### src/design/pidm_pkg.sv
// ----------------------------------------------------------------------------
// pidm_pkg
// Shared types and constants for the PWM input duty meter.
// ----------------------------------------------------------------------------
package pidm_pkg;

    localparam int PERIOD_W    = 16;
    localparam int TOTAL_W     = 17;
    localparam int DUTY_W      = 7;
    localparam int SCALE_W     = 7;
    localparam int CFG_INDEX_W = 2;
    localparam int CFG_DATA_W  = 7;
    localparam int ALU_W       = 24;  // holds high*100 and total<<6
    localparam int CNT_W       = 3;

    // Register map
    localparam logic [CFG_INDEX_W-1:0] REG_STARTING_EDGE = 2'd0;
    localparam logic [CFG_INDEX_W-1:0] REG_TICK_SCALE    = 2'd1;

    localparam logic               STARTING_EDGE_RST = 1'b1;
    localparam logic [SCALE_W-1:0] TICK_SCALE_RST    = 7'd4;

    // Step bounds: one scale bit per multiply step, one quotient bit per divide step
    localparam logic [CNT_W-1:0] MUL_LAST = 3'(SCALE_W - 1);
    localparam logic [CNT_W-1:0] DIV_TOP  = 3'(DUTY_W - 1);

    // x*100 = (x<<6) + (x<<5) + (x<<2)
    localparam int PCT_SH_A = 6;
    localparam int PCT_SH_B = 5;
    localparam int PCT_SH_C = 2;

    typedef enum logic [2:0] {
        ST_IDLE,
        ST_MUL,
        ST_TOTAL,
        ST_PCT_A,
        ST_PCT_B,
        ST_DIV,
        ST_FINISH
    } state_t;

    typedef struct packed {
        logic [ALU_W-1:0] a;
        logic [ALU_W-1:0] b;
        logic             sub;
    } alu_req_t;

endpackage

### src/design/pwm_input_duty_meter.sv
// ----------------------------------------------------------------------------
// pwm_input_duty_meter
// Input-capture PWM duty measurement with a shared add/subtract unit.
// ----------------------------------------------------------------------------
// Each capture_value transaction is a free-running counter value latched at an
// edge of the measured signal. The block alternates between expecting a rising
// and a falling edge: a rising edge updates the off period (low_time), a
// falling edge the on period (high_time). A period is the wrapped counter
// difference times tick_scale, modulo 65536. Every capture yields one result
// with both periods, their 17-bit total and floor(high*100/total), 0 when the
// total is 0. All arithmetic runs through one 24-bit adder/subtractor: the
// counter difference, seven shift-add steps for the scale multiply, one for
// the total, two for the x100, and seven restoring-divide steps, then the
// load of the result register. in_ready is low from acceptance until that
// load, which waits while the previous result has not been taken.
// The result register lets a new transaction be accepted while the last
// result still waits on out_ready. Writing starting_edge reloads the expected
// edge; configuration is to be written by the user only while the block is
// idle; the block itself does not enforce this.
// ----------------------------------------------------------------------------
module pwm_input_duty_meter
    import pidm_pkg::*;
#(
    parameter int COUNTER_BITS = 16
)
(
    input  logic                   clk,
    input  logic                   rst_n,
    // configuration
    input  logic                   cfg_write,
    input  logic [CFG_INDEX_W-1:0] cfg_index,
    input  logic [CFG_DATA_W-1:0]  cfg_data,
    // capture transactions
    input  logic                   in_valid,
    output logic                   in_ready,
    input  logic [PERIOD_W-1:0]    capture_value,
    // result transactions
    output logic                   out_valid,
    input  logic                   out_ready,
    output logic                   edge_was_rising,
    output logic [PERIOD_W-1:0]    high_time,
    output logic [PERIOD_W-1:0]    low_time,
    output logic [TOTAL_W-1:0]     total_time,
    output logic [DUTY_W-1:0]      duty_percent
);

    // Only the low 16 bits of a difference survive the modulo-65536 period,
    // so a wider counter needs no more than 16 stored bits.
    localparam int CAP_W = (COUNTER_BITS < PERIOD_W) ? COUNTER_BITS : PERIOD_W;

    state_t               state_reg, state_next;
    logic [CNT_W-1:0]     cnt_reg, cnt_next;
    logic [CAP_W-1:0]     prev_reg, prev_next;
    logic                 expect_reg, expect_next;
    logic                 start_edge_reg, start_edge_next;
    logic [SCALE_W-1:0]   scale_reg, scale_next;
    logic                 edge_reg, edge_next;
    logic [PERIOD_W-1:0]  diff_reg, diff_next;
    logic [PERIOD_W-1:0]  acc_reg, acc_next;
    logic [PERIOD_W-1:0]  high_reg, high_next;
    logic [PERIOD_W-1:0]  low_reg, low_next;
    logic [TOTAL_W-1:0]   total_reg, total_next;
    logic [ALU_W-1:0]     num_reg, num_next;
    logic [DUTY_W-1:0]    quot_reg, quot_next;

    // result register
    logic                 ovalid_reg, ovalid_next;
    logic                 oedge_reg, oedge_next;
    logic [PERIOD_W-1:0]  ohigh_reg, ohigh_next;
    logic [PERIOD_W-1:0]  olow_reg, olow_next;
    logic [TOTAL_W-1:0]   ototal_reg, ototal_next;
    logic [DUTY_W-1:0]    oduty_reg, oduty_next;

    alu_req_t             alu_req;
    logic [ALU_W:0]       alu_res;

    pidm_alu u_alu (
        .req    (alu_req),
        .result (alu_res)
    );

    assign in_ready        = (state_reg == ST_IDLE);
    assign out_valid       = ovalid_reg;
    assign edge_was_rising = oedge_reg;
    assign high_time       = ohigh_reg;
    assign low_time        = olow_reg;
    assign total_time      = ototal_reg;
    assign duty_percent    = oduty_reg;

    always_ff @(posedge clk or negedge rst_n)
    begin
        if (!rst_n)
        begin
            state_reg      <= ST_IDLE;
            cnt_reg        <= '0;
            prev_reg       <= '0;
            expect_reg     <= STARTING_EDGE_RST;
            start_edge_reg <= STARTING_EDGE_RST;
            scale_reg      <= TICK_SCALE_RST;
            high_reg       <= '0;
            low_reg        <= '0;
            ovalid_reg     <= 1'b0;
        end
        else
        begin
            state_reg      <= state_next;
            cnt_reg        <= cnt_next;
            prev_reg       <= prev_next;
            expect_reg     <= expect_next;
            start_edge_reg <= start_edge_next;
            scale_reg      <= scale_next;
            high_reg       <= high_next;
            low_reg        <= low_next;
            ovalid_reg     <= ovalid_next;
        end
    end

    // working and payload registers, no reset
    always_ff @(posedge clk)
    begin
        edge_reg   <= edge_next;
        diff_reg   <= diff_next;
        acc_reg    <= acc_next;
        total_reg  <= total_next;
        num_reg    <= num_next;
        quot_reg   <= quot_next;
        oedge_reg  <= oedge_next;
        ohigh_reg  <= ohigh_next;
        olow_reg   <= olow_next;
        ototal_reg <= ototal_next;
        oduty_reg  <= oduty_next;
    end

    always_comb
    begin
        logic [PERIOD_W-1:0] period;
        logic                load_out;

        state_next      = state_reg;
        cnt_next        = cnt_reg;
        prev_next       = prev_reg;
        expect_next     = expect_reg;
        start_edge_next = start_edge_reg;
        scale_next      = scale_reg;
        edge_next       = edge_reg;
        diff_next       = diff_reg;
        acc_next        = acc_reg;
        high_next       = high_reg;
        low_next        = low_reg;
        total_next      = total_reg;
        num_next        = num_reg;
        quot_next       = quot_reg;
        ovalid_next     = ovalid_reg;
        oedge_next      = oedge_reg;
        ohigh_next      = ohigh_reg;
        olow_next       = olow_reg;
        ototal_next     = ototal_reg;
        oduty_next      = oduty_reg;
        alu_req         = '0;
        period          = alu_res[PERIOD_W-1:0];
        load_out        = 1'b0;

        // result taken downstream
        if (ovalid_reg && out_ready)
        begin
            ovalid_next = 1'b0;
        end

        if (cfg_write)
        begin
            case (cfg_index)
                REG_STARTING_EDGE:
                begin
                    start_edge_next = cfg_data[0];
                    expect_next     = cfg_data[0];
                end
                REG_TICK_SCALE:
                begin
                    scale_next = cfg_data[SCALE_W-1:0];
                end
                default:
                begin
                end
            endcase
        end

        case (state_reg)
            ST_IDLE:
            begin
                // wrapped counter difference
                alu_req.a   = ALU_W'(capture_value[CAP_W-1:0]);
                alu_req.b   = ALU_W'(prev_reg);
                alu_req.sub = 1'b1;
                if (in_valid)
                begin
                    diff_next   = PERIOD_W'(alu_res[CAP_W-1:0]);
                    prev_next   = capture_value[CAP_W-1:0];
                    edge_next   = expect_reg;
                    expect_next = ~expect_reg;
                    acc_next    = '0;
                    cnt_next    = '0;
                    state_next  = ST_MUL;
                end
            end

            ST_MUL:
            begin
                // shift-add, one scale bit per step, modulo 65536
                alu_req.a = ALU_W'(acc_reg);
                alu_req.b = scale_reg[cnt_reg] ?
                            ALU_W'(PERIOD_W'(diff_reg << cnt_reg)) : '0;
                acc_next  = period;
                cnt_next  = cnt_reg + 1'b1;
                if (cnt_reg == MUL_LAST)
                begin
                    if (edge_reg)
                    begin
                        low_next = period;
                    end
                    else
                    begin
                        high_next = period;
                    end
                    state_next = ST_TOTAL;
                end
            end

            ST_TOTAL:
            begin
                alu_req.a  = ALU_W'(high_reg);
                alu_req.b  = ALU_W'(low_reg);
                total_next = alu_res[TOTAL_W-1:0];
                state_next = ST_PCT_A;
            end

            ST_PCT_A:
            begin
                alu_req.a  = ALU_W'(high_reg) << PCT_SH_A;
                alu_req.b  = ALU_W'(high_reg) << PCT_SH_B;
                num_next   = alu_res[ALU_W-1:0];
                state_next = ST_PCT_B;
            end

            ST_PCT_B:
            begin
                alu_req.a  = num_reg;
                alu_req.b  = ALU_W'(high_reg) << PCT_SH_C;
                num_next   = alu_res[ALU_W-1:0];
                quot_next  = '0;
                cnt_next   = DIV_TOP;
                state_next = ST_DIV;
            end

            ST_DIV:
            begin
                // restoring divide, one quotient bit per step
                alu_req.a   = num_reg;
                alu_req.b   = ALU_W'(total_reg) << cnt_reg;
                alu_req.sub = 1'b1;
                if (alu_res[ALU_W])
                begin
                    num_next           = alu_res[ALU_W-1:0];
                    quot_next[cnt_reg] = 1'b1;
                end
                cnt_next = cnt_reg - 1'b1;
                if (cnt_reg == '0)
                begin
                    state_next = ST_FINISH;
                end
            end

            ST_FINISH:
            begin
                load_out = !ovalid_reg || out_ready;
                if (load_out)
                begin
                    ovalid_next = 1'b1;
                    oedge_next  = edge_reg;
                    ohigh_next  = high_reg;
                    olow_next   = low_reg;
                    ototal_next = total_reg;
                    oduty_next  = (total_reg == '0) ? '0 : quot_reg;
                    state_next  = ST_IDLE;
                end
            end

            default:
            begin
                state_next = ST_IDLE;
            end
        endcase
    end

endmodule

### src/design/pidm_alu.sv
// ----------------------------------------------------------------------------
// pidm_alu
// Shared adder/subtractor; carry out is the no-borrow flag on subtract.
// ----------------------------------------------------------------------------
module pidm_alu
    import pidm_pkg::*;
(
    input  alu_req_t         req,
    output logic [ALU_W:0]   result
);

    logic [ALU_W-1:0] b_eff;

    assign b_eff  = req.sub ? ~req.b : req.b;
    assign result = {1'b0, req.a} + {1'b0, b_eff} + {{ALU_W{1'b0}}, req.sub};

endmodule

### config.mk
export PLATFORM = sky130hd
export DESIGN_NAME = pwm_input_duty_meter
export DESIGN_NICKNAME = d
export VERILOG_FILES = /design/src/design/pidm_pkg.sv /design/src/design/pwm_input_duty_meter.sv /design/src/design/pidm_alu.sv
export SDC_FILE = /design/constraint.sdc
export NUM_CORES = 1
export LEC_CHECK = 0
export ABC_AREA = 1
export BUFFER_PORTS_ARGS = -buffer_cell sky130_fd_sc_hd__buf_2
export CORE_ASPECT_RATIO = 1.75
export CORE_UTILIZATION = 52
export CTS_CLUSTER_SIZE = 30
export DETAILED_ROUTE_END_ITERATION = 8
export PLACE_DENSITY = 0.71
export SYNTH_ARGS = -nofsm -noshare
export SYNTH_HDL_FRONTEND = slang
export SYNTH_SLANG_ARGS = --single-unit
### constraint.sdc
create_clock -name clk -period 5.9 [get_ports clk]
set_clock_uncertainty 0.05 [all_clocks]
set_input_delay 0.885 -clock clk [delete_from_list [all_inputs] [get_ports clk]]
set_output_delay 0.885 -clock clk [all_outputs]
set_load 0.005 [all_outputs]
Word-level counts from Yosys, hierarchy flattened

Index checks and enable logic that the tools add are counted.

Logic and storage cells: 96
Flip-flop bits (word level): 201

Shift operators: 2
Bitwise logic cells: 4
Equal/unequal tests: 13
Multiplexer cells: 28
Add/sub/neg operators: 4
Reduce and logical (&&, ||, !) cells: 24
Order comparisons: 2

Operators with widths:

| operator                                            | count |
|---|---|
| case mux 48 bit (6 select lines)                    | 1 |
| 2-to-1 mux 24 bit                                   | 2 |
| case mux 24 bit (2 select lines)                    | 1 |
| 2-to-1 mux 16 bit                                   | 2 |
| case mux 16 bit (2 select lines)                    | 1 |
| adder 24 x 24 -> 25 bit                             | 1 |
| adder 25 x 1 -> 25 bit                              | 1 |
| inverter 24 bit                                     | 1 |
| left shift 17 x 3 -> 24 bit                         | 1 |
| case mux 3 bit (7 select lines)                     | 1 |
| logical NOT 17 bit                                  | 1 |
| left shift 16 x 3 -> 16 bit                         | 1 |
| 2-to-1 mux 3 bit                                    | 5 |
| case mux 7 bit (2 select lines)                     | 1 |
| AND reduction 2 bit                                 | 7 |
| equality test 3 bit, second input constant          | 4 |
| case mux 3 bit (4 select lines)                     | 1 |
| 2-to-1 mux 1 bit                                    | 10 |
| inequality test 2 bit, second input constant        | 5 |
| 2-to-1 mux 7 bit                                    | 1 |
| OR 7 bit                                            | 1 |
| equality test 3 x 2 -> 1 bit, second input constant | 2 |
| logical NOT 3 bit                                   | 2 |
| AND reduction 3 bit                                 | 2 |
| 17 further kinds                                    | 22 |

Longest topological paths before layout

Gate-level depths: netlist of run 1.

Depth in word-level cells: 10
Gate-level depth with buffers: 26
Gate-level depth less buffers: 24

Modules after synthesis

Synthesis of run 1 repeated with hierarchy kept, for this count alone.

Cell total of the unflattened synthesis: 1403
Area total of the unflattened synthesis: 11797.6 µm²

Modules (own cells, without submodules):

| module               | times used | cells an instance | seq. area each (µm²) | area an instance (µm²) |
|---|---|---|---|---|
| pwm_input_duty_meter | 1          | 1044              | 5723.0               | 9895.7 |
| pidm_alu             | 1          | 359               | 0.0                  | 1901.8 |

Least setup slack after synthesis of run 1

OpenSTA, ideal clock, no wires.

Path type: flip-flop to flip-flop
From: reg state_reg[2]
To: reg num_reg[0], enable pin
Buffers on the path: 3
Data arrival time: 3.474 ns
Cell stages (with the launch flop): 19
Library setup time: 0.489 ns
Path slack: 1.887 ns
Path through: dfrtp_1 -> inv_2 -> nand3_1 -> inv_1 -> buf_2 -> buf_1 -> buf_2 -> nand2_1 -> o2111ai_1 -> ha_1 -> a21o_1 -> nand3_1 -> a21boi_0 -> o21ai_0 -> nand3_1 -> nand2_1 -> nand3_1 -> nand2_1 -> nand3_1

Word-level cells in the longest chain between the ends: 8

Ends and longest elaborated chain:

| what                                                                   | line                                        | source |
|---|---|---|
| from (decl)                                                            | pwm_input_duty_meter.sv:51                  | `state_t state_reg, state_next;` |
| from (signal assigned)                                                 | pwm_input_duty_meter.sv:106                 | `state_reg <= state_next;` |
| equality test 3 bit, or another cell as far along                      | pwm_input_duty_meter.sv:187                 | `case (state_reg)` |
| case mux 48 bit (6 select lines) or OR reduction 2 bit (tied branches) | -                                           |  |
| inverter 24 bit or 2-to-1 mux 1 bit (tied branches)                    | pidm_alu.sv:14, pwm_input_duty_meter.sv:187 |  |
| 2-to-1 mux 24 bit                                                      | pidm_alu.sv:14                              | `assign b_eff = req.sub ? ~req.b : req.b;` |
| adder 24 x 24 -> 25 bit                                                | pidm_alu.sv:15                              | `assign result = {1'b0, req.a} + {1'b0, b_eff} + {{ALU_W{1'b0}}, req.sub};` |
| adder 25 x 1 -> 25 bit                                                 | pidm_alu.sv:15                              |  |
| inequality test 2 bit (no line)                                        | -                                           |  |
| AND reduction 2 bit (no line) (*)                                      | -                                           |  |
| to (signal assigned)                                                   | pwm_input_duty_meter.sv:125                 | `num_reg <= num_next;` |
| to (decl)                                                              | pwm_input_duty_meter.sv:63                  | `logic [ALU_W-1:0] num_reg, num_next;` |

Mark *: on every way between the ends. The rest lies on a longest branch, timed or not.
A chain may end at the register's enable or synchronous reset.

Worst setup path after layout of run 1

From: reg cnt_reg[2]
To: reg total_reg[12], data pin

Word-level cells in the longest chain between the ends: 8

Ends and longest elaborated chain:

| what                                   | line                        | source |
|---|---|---|
| from (decl)                            | pwm_input_duty_meter.sv:52  | `logic [CNT_W-1:0] cnt_reg, cnt_next;` |
| from (signal assigned)                 | pwm_input_duty_meter.sv:107 | `cnt_reg <= cnt_next;` |
| binary-select mux 1 bit (select 3 bit) | pwm_input_duty_meter.sv:210 | `alu_req.b = scale_reg[cnt_reg] ?` |
| 2-to-1 mux 1 bit (implied by the code) | pwm_input_duty_meter.sv:210 |  |
| 2-to-1 mux 16 bit                      | pwm_input_duty_meter.sv:210 |  |
| case mux 48 bit (6 select lines) (*)   | pwm_input_duty_meter.sv:187 |  |
| inverter 24 bit                        | pidm_alu.sv:14              |  |
| 2-to-1 mux 24 bit (*)                  | pidm_alu.sv:14              |  |
| adder 24 x 24 -> 25 bit (*)            | pidm_alu.sv:15              |  |
| adder 25 x 1 -> 25 bit (*)             | pidm_alu.sv:15              |  |
| via alu_res[12]                        | pwm_input_duty_meter.sv:75  | `logic [ALU_W:0] alu_res;` |
| to (signal assigned)                   | pwm_input_duty_meter.sv:124 | `total_reg <= total_next;` |
| to (decl)                              | pwm_input_duty_meter.sv:62  | `logic [TOTAL_W-1:0] total_reg, total_next;` |

Mark *: on every way through the listed nets, which the timed path passes. The rest lies on a longest branch. The select of a mux whose other input is x is not followed.

==> results of run 1 <==
-- cells by family (layout without fill, tap and decap cells) --
family | count (synthesis) | count (layout)
mux | 10 | 10
compound gates | 244 | 244
simple gates | 481 | 481
fa+ha+maj | 25 | 25
flops | 201 | 201
xor+xnor | 31 | 31
buf+inv | 165 | 264
-- path summary, 6_finish.rpt --
| check | end | slack [ns] | cells past startpoint |
|---|---|---|---|
| setup / recovery | total_reg[12] | 0.71 | 22 |
| hold / removal | low_time[2] | 0.41 | 0 |
| setup reg to reg | total_reg[12] | 0.71 | 22 |
| hold reg to reg | low_time[2] | 0.41 | 0 |
| max in group asynchronous | prev_reg[15] | 4.67 | 2 |
| min in group asynchronous | high_reg[2] | 0.54 | 2 |
-- critical path, cell delays in order, from the launching register on --
cell,delay [ns]
dfrtp_1,0.57
inv_1,0.26
buf_4,0.25
nor2_1,0.19
nand2_1,0.08
nand2_1,0.05
inv_1,0.04
nand2_1,0.10
inv_1,0.08
nor2_1,0.29
buf_4,0.23
nand3_1,0.12
o2111ai_1,0.12
xor2_1,0.14
fa_1,0.45
nand3_1,0.09
nand2_1,0.14
a21oi_1,0.28
o21ai_0,0.19
a21boi_1,0.31
o21ai_0,0.21
xnor2_1,0.41
inv_1,0.21
-- through the flow --
| step | std cells | hold WS (ns) | util, % | worst slack, ns |
|---|---|---|---|---|
| after floorplan | 1157 | 0.375 | - | 1.89 |
| after global routing | 1501 | 0.438 | 60.2 | 0.316 |
| after global placement | 1465 | 0.385 | 56.9 | 0.905 |
| after detailed placement | 1465 | 0.399 | 56.9 | 0.856 |
| final | 1501 | 0.413 | 60.2 | 0.709 |
| after CTS | 1501 | 0.415 | 60.2 | 0.787 |
-- cell type report --
class	instances	area share, %
Inverter	123	3.91
Tap cell	245	2.57
Sequential cell	201	48.0
Multi-Input combinational cell	791	35.4
Clock inverter	8	0.850
Timing Repair Buffer	105	4.76
Clock buffer	28	4.53
-- layout by cell type (no fill, tap or decap), types with 7 or more instances in the layout --
master | synthesis | final
nand2_2 | 11 | 11
nor2_1 | 84 | 83
nand2_4 | 7 | 7
o2111ai_1 | 17 | 17
mux2_2 | 7 | 7
clkbuf_1 | 18 | 7
a31oi_1 | 10 | 10
nand2_1 | 299 | 299
nor3_1 | 7 | 7
inv_2 | 7 | 7
buf_4 | 1 | 17
a21oi_1 | 56 | 56
a221oi_1 | 7 | 7
o21ai_0 | 102 | 102
xor2_1 | 23 | 23
o22ai_1 | 7 | 7
inv_1 | 113 | 113
clkbuf_16 | 0 | 20
buf_2 | 16 | 88
nand3_1 | 52 | 52
dfrtp_1 | 61 | 61
ha_1 | 23 | 23
o211ai_1 | 15 | 15
edfxtp_1 | 138 | 138
-- routing by layer --
layer	track usage (%)	up-vias	share of wire [%]
met5	0	-	0
met4	18.3	0	6.1
met3	4.68	112	5.7
met2	59.4	332	52
met1	37.4	4197	36
li1	-	4135	-
==> results.md, run 1 <==
* Run status: finished, final reports clean
* Worst Max-Slew Pin Slew at 1.18 ns
* Cell count after synthesis at 1157
* First-pass GRT wire length at between 50 and 60 mm
* Max_cap viols at 0
* Post-Syn Area per Cell at ~9.1 um2
* Hpwl dp at 25.7 mm
* Crit end category: flop
* Setup TNS at 0 ns
* Final WL at 33.5 mm
* Nets at 1297
* Share of post-route cells with drive strength above 1 at 14.4%
* Crit Path Class: reg -> reg
* Post-synthesis instance area at 10600 um2
* Slew headroom at 21.4%
* DRC at 0
* Final Hold Fails at 0
* Die Y at roughly 190 um
* Synth Area in Compound Gates at 13.8%
* Largest family of logic cells by synthesized area: simple AND/OR/NAND/NOR gates
* FILL cells at 1807
* Number of sinks on the clock net at 201
* IO Port Bufs at 88
* Clk root buf: clkbuf_16
* Startpoint of the worst register-to-register path: cnt_reg[2]
* Number of synthesized register bits at 201
* Starting Density at 53.4%
* Syn Nets at 1212
* Peak Freq at 193 MHz
* Clock Tree Buf Depth at 3
* Hold_sp: low_reg[2]
* Vias at 8776
* Final Wtd Congestion at 0.974
* Worst hold path type: reg -> reg
* Initial antenna violation count at 0
* Number of flops mapped to enable cells by yosys at 138
* Worst Setup SP: cnt_reg[2]
* Top-area cell type share of the netlist area at between 30% and 40%
* Commonest cells post-synth: nand2_1 (299), edfxtp_1 (138), inv_1 (113)
* Final instance area at approximately 12000 um2
* Tcrit/Tclk final at approximately 88%
* Core Area at between 15000 and 20000 um2
* Vias in the first global route at 8897
* Multi-input gate area at around 4200 um2
* Post-synthesis mux area share at 1.03%
* Synth Area in XOR/XNOR at 2.71%
* Grt total ovfl at 0
* Synth warn at 0
* Nature of the critical path startpoint: flop
* Post-synth cell types at 54
* Largest register FFs at 24
* Largest net degree at the start of global routing at 64
* Simple-gate share of the synthesized area at 19.2%
* Setup violators final at 0
* First drt pass iteration count at 5
* Hold_buf cts at 0
* H-tree depth at 1
* Min cycle time layout at 5.19 ns
* Routed length per instance at 22.3 um
* Crit-path max FO at 13
* Top post-synthesis cells by area: edfxtp_1 (39%), dfrtp_1 (14%), nand2_1 (11%), o21ai_0 (4.8%), inv_1 (4.0%)
* Most frequent cell after synthesis: nand2_1
* Antenna-violating nets left at 0
* CP arrival at 5.35 ns
* Layout area overhead at 12.7%
* Dpl cell area at ~11000 um2
* Vias/cell at roughly 5.8
* Worst EP required at 6.06 ns
* Skew-Pair Late Insertion Delay at 0.52 ns
* N_diodes at 0
* CTS resizes at 0
* Clock-pin slew of the registers on the worst-case setup and hold paths at roughly 0.070 ns
* Adder-Cell Fraction of Synth Area at 3.10%
* Pins Over Slew Limit at 0
* DR iter-0 viols at 743
* Die W at 110 um
* Die area at 21000 um2
* Postcts setup bufs at 0
* Most used flip-flop cell after synthesis: edfxtp_1
* I/O pin cnt at 89
* CTS tree: done
* FF/Latch Area at 5720 um2
* Sequential cell area fraction in the yosys report at between 50% and 60%
* Ys async rst share at 31.3%
* # rows at 68
* Clock buffer count from CTS at 20
* Area leader, netlist: edfxtp_1
* Unrepaired setup endpoints after global routing: false
* GRT Total Usage at 33.4%
Power of run 1 is not shown: default switching activity piles up to over one toggle a cycle in this logic, so the estimate is an artifact.
==> run 2: changes to the inputs <==
- CTS_CLUSTER_DIAMETER: not set -> 30
- CTS_CLUSTER_SIZE: 30 -> 25
- PLACE_DENSITY: 0.71 -> 0.7
- SYNTH_HIERARCHICAL: not set -> 1
==> run 2 against run 1 <==
Maximum frequency increased by 0.84%. Final area increased by 11%. Critical path depth decreased by 8. Global-route usage decreased by 0.64 points. Final cell count increased by 20%. Setup slack improved by 0.043 ns. Non-clock buffer count decreased by 2. Synthesized area increased by 11%. Worst hold slack got worse by 0.012 ns. Flip-flop and latch count unchanged. Die area increased by 11%. Clock-buffer cell count increased by 1.
==> results.md, run 2 <==
* Die area at 23300 um2 (+11%)
* Clock Tree Buf Depth at 3 (unchanged)
* Final Hold Fails at 0 (unchanged)
* Post-layout util at 59.5% (-0.63 points)
* Core Area at 22200 um2 (+12%)
* Grt total ovfl at 0 (unchanged)
* Most common cell after layout, fill and taps aside: nand2_1
* Clk root buf: clkbuf_16
* Crit-path leading delay family: simple AND/OR/NAND/NOR gates
* Cell count after synthesis at 1403 (+21%)
* H-tree depth at 1 (unchanged)
* Most used flip-flop cell after synthesis: edfxtp_1
* Run status: finished, final reports clean
* Layout area overhead at 11.8%
* Vias at 10015 (+14%)
* Ys async rst share at 31.3% (unchanged)
* Initial antenna violation count at 0 (unchanged)
* Nature of the critical path startpoint: flop
* First-pass GRT wire length at 56.4 mm (+11%)
* N_diodes at 0 (unchanged)
* Tcrit/Tclk final at 87.3% (-0.73 points)
* Routed length per instance at 20.4 um (-8.4%)
* Starting Density at 53.2% (-0.17 points)
* Commonest cells post-synth: nand2_1 (441), inv_1 (153), edfxtp_1 (138)
* Crit-path slowest cell: dfrtp_1
* Top-area cell type share of the netlist area at 35.1% (-4.0 points)
* Max_cap viols at 0 (unchanged)
* Pins Over Slew Limit at 0 (unchanged)
* Number of synthesized register bits at 201 (unchanged)
* Worst Max-Slew Pin Slew at 1.15 ns (-0.0259 ns)
* Nets at 1535 (+18%)
* Skew-Pair Late Insertion Delay at 0.57 ns (+0.05 ns)
* Die Y at 201 um (+5.5%)
* DR iter-0 viols at 854 (+15%)
* I/O pin cnt at 89 (unchanged)
* Cells along the critical path: inv_1 > nand2_2 > nand2_1 > buf_4 > xor2_1 > ha_1 > nand2_1 > nor2_1 > inv_1 > nor4_1 > nand2_1 > nand2_1 > inv_1 > a21oi_1
* Final Wtd Congestion at 0.988 (+1.4%)
* CP most frequent cell: nand2_1
* Post-Syn Area per Cell at 8.41 um2 (-8.1%)
* Setup TNS at 0 ns (unchanged)
* Multi-input gate area at 5020 um2 (+19%)
* Peak Freq at 194 MHz (+0.84%)
* GRT Total Usage at 32.7% (-0.64 points)
* First drt pass iteration count at 6 (+1)
* Top post-synthesis cells by area: edfxtp_1 (35%), nand2_1 (14%), dfrtp_1 (13%), nand3_1 (5.8%), inv_1 (4.9%)
* Setup violators final at 0 (unchanged)
* Crit Path Class: reg -> reg
* Worst EP required at 6.02 ns (-0.04 ns)
* Slew headroom at 23.3% (+1.9 points)
* Area leader, netlist: edfxtp_1
* FF/Latch Area at 5720 um2 (unchanged)
* Die W at 116 um (+5.5%)
* Crit path buf inv count at 4 (-2)
* Number of sinks on the clock net at 201 (unchanged)
* Clock-pin slew of the registers on the worst-case setup and hold paths at 0.06 ns (about the same)
* Largest register FFs at 24 (unchanged)
* Worst hold path type: reg -> reg
* Hpwl dp at 27.9 mm (+8.3%)
* Postcts setup bufs at 0 (unchanged)
* Crit end category: flop
* Most frequent cell after synthesis: nand2_1
* Crit-path max FO at 20 (+7)
* CTS tree: done
* Min cycle time layout at 5.15 ns (-0.0432 ns)
* Vias/cell at 5.58 (-4.5%)
* CP peak stage delay at 0.75 ns (+0.18 ns)
* Post-synthesis instance area at 11800 um2 (+11%)
* Synth warn at 6 (+6)
* Most frequent cells in the layout: nand2_1 (441), inv_1 (153), edfxtp_1 (138)
* CP arrival at 5.27 ns (-0.08 ns)
* Post-synth cell types at 45 (-17%)
* Clock buffer count from CTS at 27 (+35%)
* Unrepaired setup endpoints after global routing: false
* # rows at 72 (+5.9%)
* Hold_ws at 0.401 ns (-0.0115 ns)
* Hold_buf cts at 0 (unchanged)
* Share of post-route cells with drive strength above 1 at 15.3% (+0.88 points)
* Number of flops mapped to enable cells by yosys at 138 (unchanged)
* IO Port Bufs at 88 (unchanged)
* Vias in the first global route at 9897 (+11%)
* Final WL at 36.6 mm (+9.5%)
* Syn Nets at 1459 (+20%)
* CTS resizes at 0 (unchanged)
* DRC at 0 (unchanged)
* Largest net degree at the start of global routing at 64 (unchanged)
* FILL cells at 2083 (+15%)
* Sequential cell area fraction in the yosys report at 48.5% (-5.5 points)
* Antenna-violating nets left at 0 (unchanged)
## run 2: cell count changes in the layout (fill, tap and decap cells not counted), sizes merged, moves of 10 or more
cell,before,now
nand2,317,456
nand3,53,150
inv,121,171
o21ai,108,74
nor2,89,117
nand4,5,20
o2111ai,17,6
a31oi,10,0
xor2,23,33
## run 2: path summary, 6_finish.rpt
check / startpoint / endpoint / slack [ns] / cells past startpoint
max: state_reg[2] / quot_reg[3] / 0.75 / 14
min: total_reg[14] / total_time[14] / 0.40 / 0
max reg2reg: state_reg[2] / quot_reg[3] / 0.75 / 14
min reg2reg: total_reg[14] / total_time[14] / 0.40 / 0
max in group asynchronous: rst_n / high_reg[14] / 4.77 / 2
min in group asynchronous: rst_n / scale_reg[0] / 0.45 / 2
## run 2: logic make-up after synthesis
| family | after synthesis | synth area share [%] |
|---|---|---|
| AOI/OAI and AO/OA | 155 | 7.39 |
| xor gates and xnor gates | 37 | 2.75 |
| adders and majority gates | 26 | 2.82 |
| buffers and inverters | 217 | 9.03 |
| DFF | 201 | 48.5 |
| muxes | 7 | 0.668 |
| and+or+nand+nor | 760 | 28.8 |
## run 2: layer usage
metal  wire length, um  vias up  global-route usage [%]
met2             18600      429                    56.4
met1             13400     4695                    37.9
met4              2450        0                    20.0
met5                 0        -                       0
li1                  -     4765                       -
met3              2140      126                    4.07
## run 2: cell type report
class                           count  share of cell area [%]
Timing Repair Buffer              103                    4.19
Multi-Input combinational cell    985                    38.1
Clock buffer                       29                    5.18
Sequential cell                   201                    43.4
Inverter                          161                    4.69
Clock inverter                     19                    1.71
Tap cell                          296                    2.81
## run 2: worst register-to-register path, stage by stage (launching register included)
cell     delay [ns]
dfrtp_1        0.75
inv_1          0.48
nand2_2        0.45
nand2_1        0.38
buf_4          0.30
xor2_1         0.19
ha_1           0.42
nand2_1        0.16
nor2_1         0.16
inv_1          0.08
nor4_1         0.39
nand2_1        0.10
nand2_1        0.13
inv_1          0.08
a21oi_1        0.63
## run 2: metrics by stage
stage | cell area, um2 | worst slack, ns | cells
global placement | 12300 | 0.981 | 1746
finish | 13200 | 0.752 | 1794
CTS | 13200 | 0.880 | 1794
detailed placement | 12300 | 0.914 | 1746
global route | 13200 | 0.517 | 1794
floorplan | 11800 | 1.60 | 1403
Power of run 2 is left out for the same reason.
==> run 3: changes to the inputs <==
- CORE_UTILIZATION: 52 -> 66
- PLACE_DENSITY: 0.7 -> 0.86
==> run 3 against run 2 <==
Via count rose by 4.1%. Register-to-register slack improved by 0.16 ns. Die area fell by 21%. Worst hold slack got worse by 0.0058 ns. Critical path depth rose by 5. Utilization rose by 15 points.
==> results.md, run 3 (synthesis gave the netlist of run 2 again) <==
* Run status: finished, final reports clean
* Nature of the critical path startpoint: flop
* # rows at 64 (-11%)
* Tcrit/Tclk final at 84.6% (-2.7 points)
* Peak Freq at 200 MHz (+3.2%)
* Setup violators final at 0 (unchanged)
* I/O pin cnt at 89 (unchanged)
* Pins Over Slew Limit at 0 (unchanged)
* CTS resizes at 0 (unchanged)
* Die W at 103 um (-11%)
* CP arrival at 5.19 ns (-0.08 ns)
* Largest net degree at the start of global routing at 64 (unchanged)
* First-pass GRT wire length at 53.7 mm (-4.7%)
* Skew-Pair Late Insertion Delay at 0.55 ns (-0.02 ns)
* Most frequent cells in the layout: nand2_1 (441), inv_1 (153), edfxtp_1 (138)
* Clock Tree Buf Depth at 3 (unchanged)
* Clock-pin slew of the registers on the worst-case setup and hold paths at 0.06 ns (about the same)
* CP most frequent cell: nand2_1
* Worst Max-Slew Pin Slew at 1.10 ns (-0.0526 ns)
* Max_cap viols at 0 (unchanged)
* Postcts setup bufs at 0 (unchanged)
* Unrepaired setup endpoints after global routing: false
* CTS tree: done
* Crit Path Class: reg -> reg
* DRC at 0 (unchanged)
* Layout area overhead at 10.7%
* Crit-path max FO at 17 (-15%)
* Nets at 1532 (-0.20%)
* Crit-path slowest cell: dfrtp_1
* Final WL at 34.9 mm (-4.6%)
* Most common cell after layout, fill and taps aside: nand2_1
* Worst hold path type: reg -> reg
* Hold_ws at 0.396 ns (-0.00577 ns)
* Min cycle time layout at 4.99 ns (-0.158 ns)
* Hold_buf cts at 0 (unchanged)
* Share of post-route cells with drive strength above 1 at 15.2% (-0.057 points)
* Largest register FFs at 24 (unchanged)
* Final Wtd Congestion at 1.03 (+4.5%)
* Hpwl dp at 25.2 mm (-9.8%)
* Crit end category: flop
* Slew headroom at 26.6% (+3.3 points)
* Antenna-violating nets left at 0 (unchanged)
* Final Hold Fails at 0 (unchanged)
* Clock buffer count from CTS at 27 (unchanged)
* Vias in the first global route at 10241 (+3.5%)
* Cells along the critical path: nor2_8 > nand2_1 > inv_1 > nand2_1 > o2111ai_1 > inv_1 > fa_1 > inv_1 > nand3_1 > nand3_1 > nand2_1 > nand3_1 > nand2_1 > nand2_1 > nand2_1 > nand2_1 > inv_1 > a21oi_2 > buf_12
* Setup TNS at 0 ns (unchanged)
* Die area at 18400 um2 (-21%)
* Post-layout util at 74.8% (+15 points)
* Clk root buf: clkbuf_16
* DR iter-0 viols at 891 (+4.3%)
* N_diodes at 0 (unchanged)
* Die Y at 179 um (-11%)
* GRT Total Usage at 39.5% (+6.8 points)
* Grt total ovfl at 0 (unchanged)
* CP peak stage delay at 0.67 ns (-0.08 ns)
* Vias at 10430 (+4.1%)
* Routed length per instance at 20.2 um (-1.0%)
* Core Area at 17500 um2 (-21%)
* Vias/cell at 6.04 (+8.1%)
* First drt pass iteration count at 6 (unchanged)
* Starting Density at 67.6% (+14 points)
* H-tree depth at 1 (unchanged)
* Initial antenna violation count at 0 (unchanged)
* Number of sinks on the clock net at 201 (unchanged)
* IO Port Bufs at 88 (unchanged)
* Worst EP required at 6.10 ns (+0.08 ns)
[run 3: final timing paths]
path / startpoint / endpoint / slack, ns / depth (start not counted)
max: state_reg[0] / num_reg[10] / 0.91 / 19
min: total_reg[14] / total_time[14] / 0.40 / 0
max reg2reg: state_reg[0] / num_reg[10] / 0.91 / 19
min reg2reg: total_reg[14] / total_time[14] / 0.40 / 0
max in group asynchronous: rst_n / prev_reg[7] / 4.81 / 2
min in group asynchronous: rst_n / scale_reg[0] / 0.45 / 2
[run 3: cell type report]
| cell class | count | area (um2) |
|---|---|---|
| Fill cell | 1308 | 4390 |
| Inverter | 161 | 619 |
| Clock inverter | 22 | 188 |
| Sequential cell | 201 | 5720 |
| Multi-Input combinational cell | 985 | 5020 |
| Tap cell | 231 | 289 |
| Timing Repair Buffer | 100 | 543 |
| Clock buffer | 28 | 679 |
[run 3: critical path: cells and delay by family (launching register included)]
family | cells | cell delay [ns]
simple gates | 11 | 1.45
compound gates | 2 | 0.85
flops | 1 | 0.67
buf+inv | 5 | 1.18
fa+ha+maj | 1 | 0.48
[run 3: per-layer routing]
metal  part of all wire, %  vias to the layer above  routed length [um]  GRT usage (%)
li1                      -                     4766                   -              -
met1                    34                     4882               11900           43.3
met5                     0                        -                   0              0
met4                   7.8                        0                2730           26.9
met3                   8.2                      175                2880           6.94
met2                    50                      607               17400           68.3
[run 3: per-stage QoR]
step	cell area (um2)	setup slack, ns	instances
global placement	12200	1.14	1678
detailed placement	12200	1.01	1678
CTS	13100	1.03	1728
floorplan	11800	1.60	1403
finish	13100	0.910	1728
global route	13100	0.611	1728
Power of run 3 is left out for the same reason.
